===== config.mk =====
export PLATFORM = sky130hd
export DESIGN_NAME = kspi_div
export DESIGN_NICKNAME = d
export VERILOG_FILES = /design/src/hw/rtl/kspi_pkg.sv /design/src/hw/rtl/kspi_div.sv
export SDC_FILE = /design/constraint.sdc
export NUM_CORES = 1
export LEC_CHECK = 0
export ABC_CLOCK_PERIOD_IN_PS = 5110
export BUFFER_PORTS_ARGS = -buffer_cell sky130_fd_sc_hd__buf_2
export CORE_MARGIN = 2
export CORE_UTILIZATION = 40
export CTS_CLUSTER_DIAMETER = 200
export CTS_CLUSTER_SIZE = 16
export DETAILED_ROUTE_END_ITERATION = 6
export GPL_ROUTABILITY_DRIVEN = 0
export HOLD_SLACK_MARGIN = 0.06
export PLACE_DENSITY_LB_ADDON = 0.1
export SYNTH_ARGS = -nofsm -noshare
export SYNTH_HDL_FRONTEND = slang
export SYNTH_SLANG_ARGS = --single-unit
export TNS_END_PERCENT = 1

===== constraint.sdc =====
create_clock -name clock -period 5.11 [get_ports clock]
set_input_delay 0.7665 -clock clock [delete_from_list [all_inputs] [get_ports clock]]
set_output_delay 0.7665 -clock clock [all_outputs]
set_load 0.05 [all_outputs]

===== src/hw/rtl/kspi_pkg.sv =====
// ----------------------------------------------------------------------------
// kspi_pkg
// shared constants and types of the keyframe spline path interpolator
// ----------------------------------------------------------------------------
package kspi_pkg;

   localparam int MAX_KEYS   = 64;
   localparam int KEY_AW     = $clog2(MAX_KEYS);
   localparam int COORD_BITS = 16;
   localparam int TIME_BITS  = 24;
   localparam int LEN_BITS   = 7;
   localparam int DELTA_BITS = 16;
   localparam int FRAC_BITS  = 16;
   // entry layout: pos x,y,z, look x,y,z, then time on top
   localparam int ENTRY_W    = 6 * COORD_BITS + TIME_BITS;

   // request operations
   localparam logic OP_WRITE = 1'b0;
   localparam logic OP_TICK  = 1'b1;

   typedef logic [ENTRY_W-1:0] entry_type;

   typedef enum logic [3:0] {
      ST_IDLE,
      ST_LOOK,
      ST_DEC,
      ST_FETCH,
      ST_FRAC,
      ST_DIV,
      ST_SQ,
      ST_CUBE,
      ST_WGT,
      ST_MAC,
      ST_DONE
   } state_type;

endpackage


===== src/hw/rtl/kspi_div.sv =====
// ----------------------------------------------------------------------------
// kspi_div
// restoring divider for the segment fraction, one quotient bit per cycle
// ----------------------------------------------------------------------------
module kspi_div (
   input  logic                          clock,
   input  logic                          reset,
   input  logic                          start,
   input  logic [kspi_pkg::TIME_BITS-1:0] num,
   input  logic [kspi_pkg::TIME_BITS-1:0] den,
   output logic                          done,
   output logic [kspi_pkg::FRAC_BITS-1:0] quot
);

   localparam int CW = $clog2(kspi_pkg::FRAC_BITS + 1);

   logic [kspi_pkg::TIME_BITS-1:0] rem_ff, rem_in;
   logic [kspi_pkg::TIME_BITS-1:0] den_ff, den_in;
   logic [kspi_pkg::FRAC_BITS-1:0] quot_ff, quot_in;
   logic [CW-1:0]                  cnt_ff, cnt_in;
   logic                           busy_ff, busy_in;
   logic                           done_ff, done_in;
   logic [kspi_pkg::TIME_BITS:0]   rem2;
   logic [kspi_pkg::TIME_BITS:0]   diff;

   // num < den, so the remainder stays below den and 2*rem fits
   always_comb begin
      rem_in  = rem_ff;
      den_in  = den_ff;
      quot_in = quot_ff;
      cnt_in  = cnt_ff;
      busy_in = busy_ff;
      done_in = 1'b0;
      rem2    = {rem_ff, 1'b0};
      diff    = rem2 - {1'b0, den_ff};
      if (start) begin
         rem_in  = num;
         den_in  = den;
         cnt_in  = '0;
         busy_in = 1'b1;
      end else if (busy_ff) begin
         if (rem2 >= {1'b0, den_ff}) begin
            rem_in  = diff[kspi_pkg::TIME_BITS-1:0];
            quot_in = {quot_ff[kspi_pkg::FRAC_BITS-2:0], 1'b1};
         end else begin
            rem_in  = rem2[kspi_pkg::TIME_BITS-1:0];
            quot_in = {quot_ff[kspi_pkg::FRAC_BITS-2:0], 1'b0};
         end
         cnt_in = cnt_ff + 1'b1;
         if (cnt_ff == CW'(kspi_pkg::FRAC_BITS - 1)) begin
            busy_in = 1'b0;
            done_in = 1'b1;
         end
      end
   end

   always_ff @(posedge clock) begin
      if (reset) begin
         busy_ff <= 1'b0;
         done_ff <= 1'b0;
      end else begin
         busy_ff <= busy_in;
         done_ff <= done_in;
      end
      rem_ff  <= rem_in;
      den_ff  <= den_in;
      quot_ff <= quot_in;
      cnt_ff  <= cnt_in;
   end

   assign done = done_ff;
   assign quot = quot_ff;

endmodule


==> flow_summary.toml <==
[run_status]
outcome = "complete, no violations"

[critical_path]
crit_path_end_kind = "flip-flop"
cp.arrival_ns = 3.35
critPathMostFrequentCell = "nand4_1"
critPathRequiredTime_ns = 5.22
crit_chain = "ha_1 -> nand4_1 -> nor4_1 -> nand4_1 -> a21o_1 -> o211a_1 -> inv_6 -> mux2_4 -> mux2_2"
cpPeakStageDelay_ns = 0.47
slowest_stage = "ha_1"
path_class = "flip-flop to flip-flop"
cp_max_fo = 20
start_kind = "flip-flop"

[sta]
slew_headroom = 0.4372
finalWorstSetupSlack_ns = 1.868
fin_crit_sh = 0.6344
hold_viol_final = 0
worst_pin_slew_ns = 0.8441
setup_viol = 0
skew_ns = 0.01178
fmax_mhz = 308.5
drv_slew = 0
fin_tns_setup_ns = 0
min_period_ns = 3.242
rsz0062_at_grt = "false"

[grt]
first_global_vias = 3084
antenna_found_initial = 0
grt_usage = 0.1661
grt_pass1_wl_um = 14710
grt_max_degree = 48
grt.overflow.total = 0

[synth]
synth_ff_type = "edfxtp_1"
synth_cell_types = 55
yosys.area.top_type_share = 0.4563
syn-cell-area_um2 = 4212
synth_edf_count = 64
syn-mean-instance-area_um2 = 10.83
synth_seq_area_share = 0.4896
yosys_warnings = 0
syn_nets = 467
syn_inst = 389
ys_seq_elements = 71
ys_top_cells_by_area = "edfxtp_1 46%, ha_1 7.7%, xor2_1 3.7%, dfxtp_1 3.3%, a21oi_1 3.2%"
yosysTopAreaCell = "edfxtp_1"
synthArstFlopShare = 0

[clock_tree]
htreeDepth = 3
cts_buffers = 9
clk-insertion-delay-late_ns = 0.36
clkTransAtPathRegs_ns = 0.08
cts_setup_buffers = 0
cts.sinks = 71
hold_buffers = 0
clockBufferDepth = 2
cts_tree = "built"
root_buffer = "clkbuf_8"
post_cts_resized = 0

[floorplanning]
die_w_um = 106.6
io_pins = 68
coreArea_um2 = 10280
die_y_um = 106.6
start_util = 0.4098
die-area_um2 = 11370
rows = 37

[placement]
dp_hpwl_um = 6373
dp_slack_ns = 1.868
dpl.cell_count = 576
port_buffers = 67
dpl_cell_area_um2 = 4636

[power]
leakagePower_nw = 2.015
power_density_nw_per_um2 = 438.0
ir_worst_vdd_uv = 133.9
total_power_w = 0.002112

[route]
viasPerCell = 5.182
drc_errors = 0
first_iter_violations = 128
final_antenna_net_count = 0
wirelength_um = 8880
wl_per_cell_um = 15.00
vias = 3068
dr.pass1.iters = 4

[layout]
antenna_cells = 0
final_nets = 529
layout_common_cells = "67 x buf_2, 64 x edfxtp_1, 33 x nand2_1"
multi_input_area_um2 = 1921
syn2layout_area_growth_pct = 14.50
area.sequential_um2 = 2062
drive_above_1_share = 0.2237
nFillCells = 986
final_common_cell = "buf_2"
fin_area_um2 = 4822
fin_cells = 592

[run]
cap_violations = 0

[min_path]
min_path_type = "flip-flop to flip-flop"
-- cell usage after synthesis, drive strengths merged, types with 3 or more instances --
library cell and n:
o21ai 12, or3 3, mux2 5, clkbuf 12
nand3b 13, o211ai 6, dfxtp 7, a211oi 6
nor2b 5, buf 8, a21oi 30, o311ai 13
nand2 33, a221o 3, nand2b 7, edfxtp 64
a21o 13, nand3 5, nand4 6, xnor2 4
nor2 28, nor3 5, ha 26, inv 30
mux2i 3, nor3b 4, xor2 18
-- critical path: cells and delay by family, from the launching register on --
family                     cells  cell delay [ns]
muxes                          2             0.56
adders and majority gates      1             0.47
AOI/OAI and AO/OA              2             0.60
buffers and inverters          1             0.24
DFF                            1             0.40
and+or+nand+nor                3             0.71
-- sequential cells by signal (all words and copies together), names as in the netlist --
name,cells
den_ff,24
rem_ff,24
quot,16
cnt_ff,5
busy_ff,1
done,1
-- through the flow --
step | utilization | hold WS (ns)
2_1_floorplan | - | 0.4714
3_3_place_gp | 0.4511 | 0.4265
3_5_place_dp | 0.4511 | 0.4323
4_1_cts | 0.4692 | 0.4452
5_1_grt | 0.4692 | 0.4658
6_report | 0.4692 | 0.4469
-- layout make-up --
cell class	count	area share
flip-flops and latches	71	0.4276
multi-input cells	268	0.3983
clock inverters	3	0.003373
inverters	30	0.02439
clock buffers	13	0.03529
well taps	136	0.03529
repair buffers	71	0.07577
-- final timing paths --
path | from | endpoint | slack, ns | cells past startpoint
worst min-delay path | quot[4]$_DFFE_PP_ | quot[5]$_DFFE_PP_ | 0.45 | 0
worst max-delay path | rem_ff[9]$_DFFE_PP_ | rem_ff[4]$_DFFE_PP_ | 1.87 | 9
worst min register to register | quot[4]$_DFFE_PP_ | quot[5]$_DFFE_PP_ | 0.45 | 0
worst max register to register | rem_ff[9]$_DFFE_PP_ | rem_ff[4]$_DFFE_PP_ | 1.87 | 9
-- report_power, final --
part	leakage, nW	switching (W)	internal [W]	total [W]
Clock	0.0989	0.000218	0.000218	0.000436
Sequential	0.685	0.0000446	0.000745	0.000790
Combinational	1.23	0.000520	0.000367	0.000887
Total	2.02	0.000782	0.00133	0.00211
-- layer usage --
layer,up-vias,track usage,part of all wire
met3,6,0.03040,0.030
met1,1461,0.2309,0.51
met2,44,0.2525,0.45
li1,1557,-,-
met4,0,0.07514,0.012
met5,-,0,0
-- cells by family after synthesis --
group	Yosys count	share of synthesized area
buffers and inverters	50	0.05436
adder cells (fa/ha/maj)	27	0.08200
AO/OA/AOI/OAI	94	0.1625
flip-flops	71	0.4896
XOR/XNOR	22	0.04575
AND/OR/NAND/NOR	117	0.1435
multiplexers	8	0.02228
Note: power is estimated with default switching activity, not from simulation.
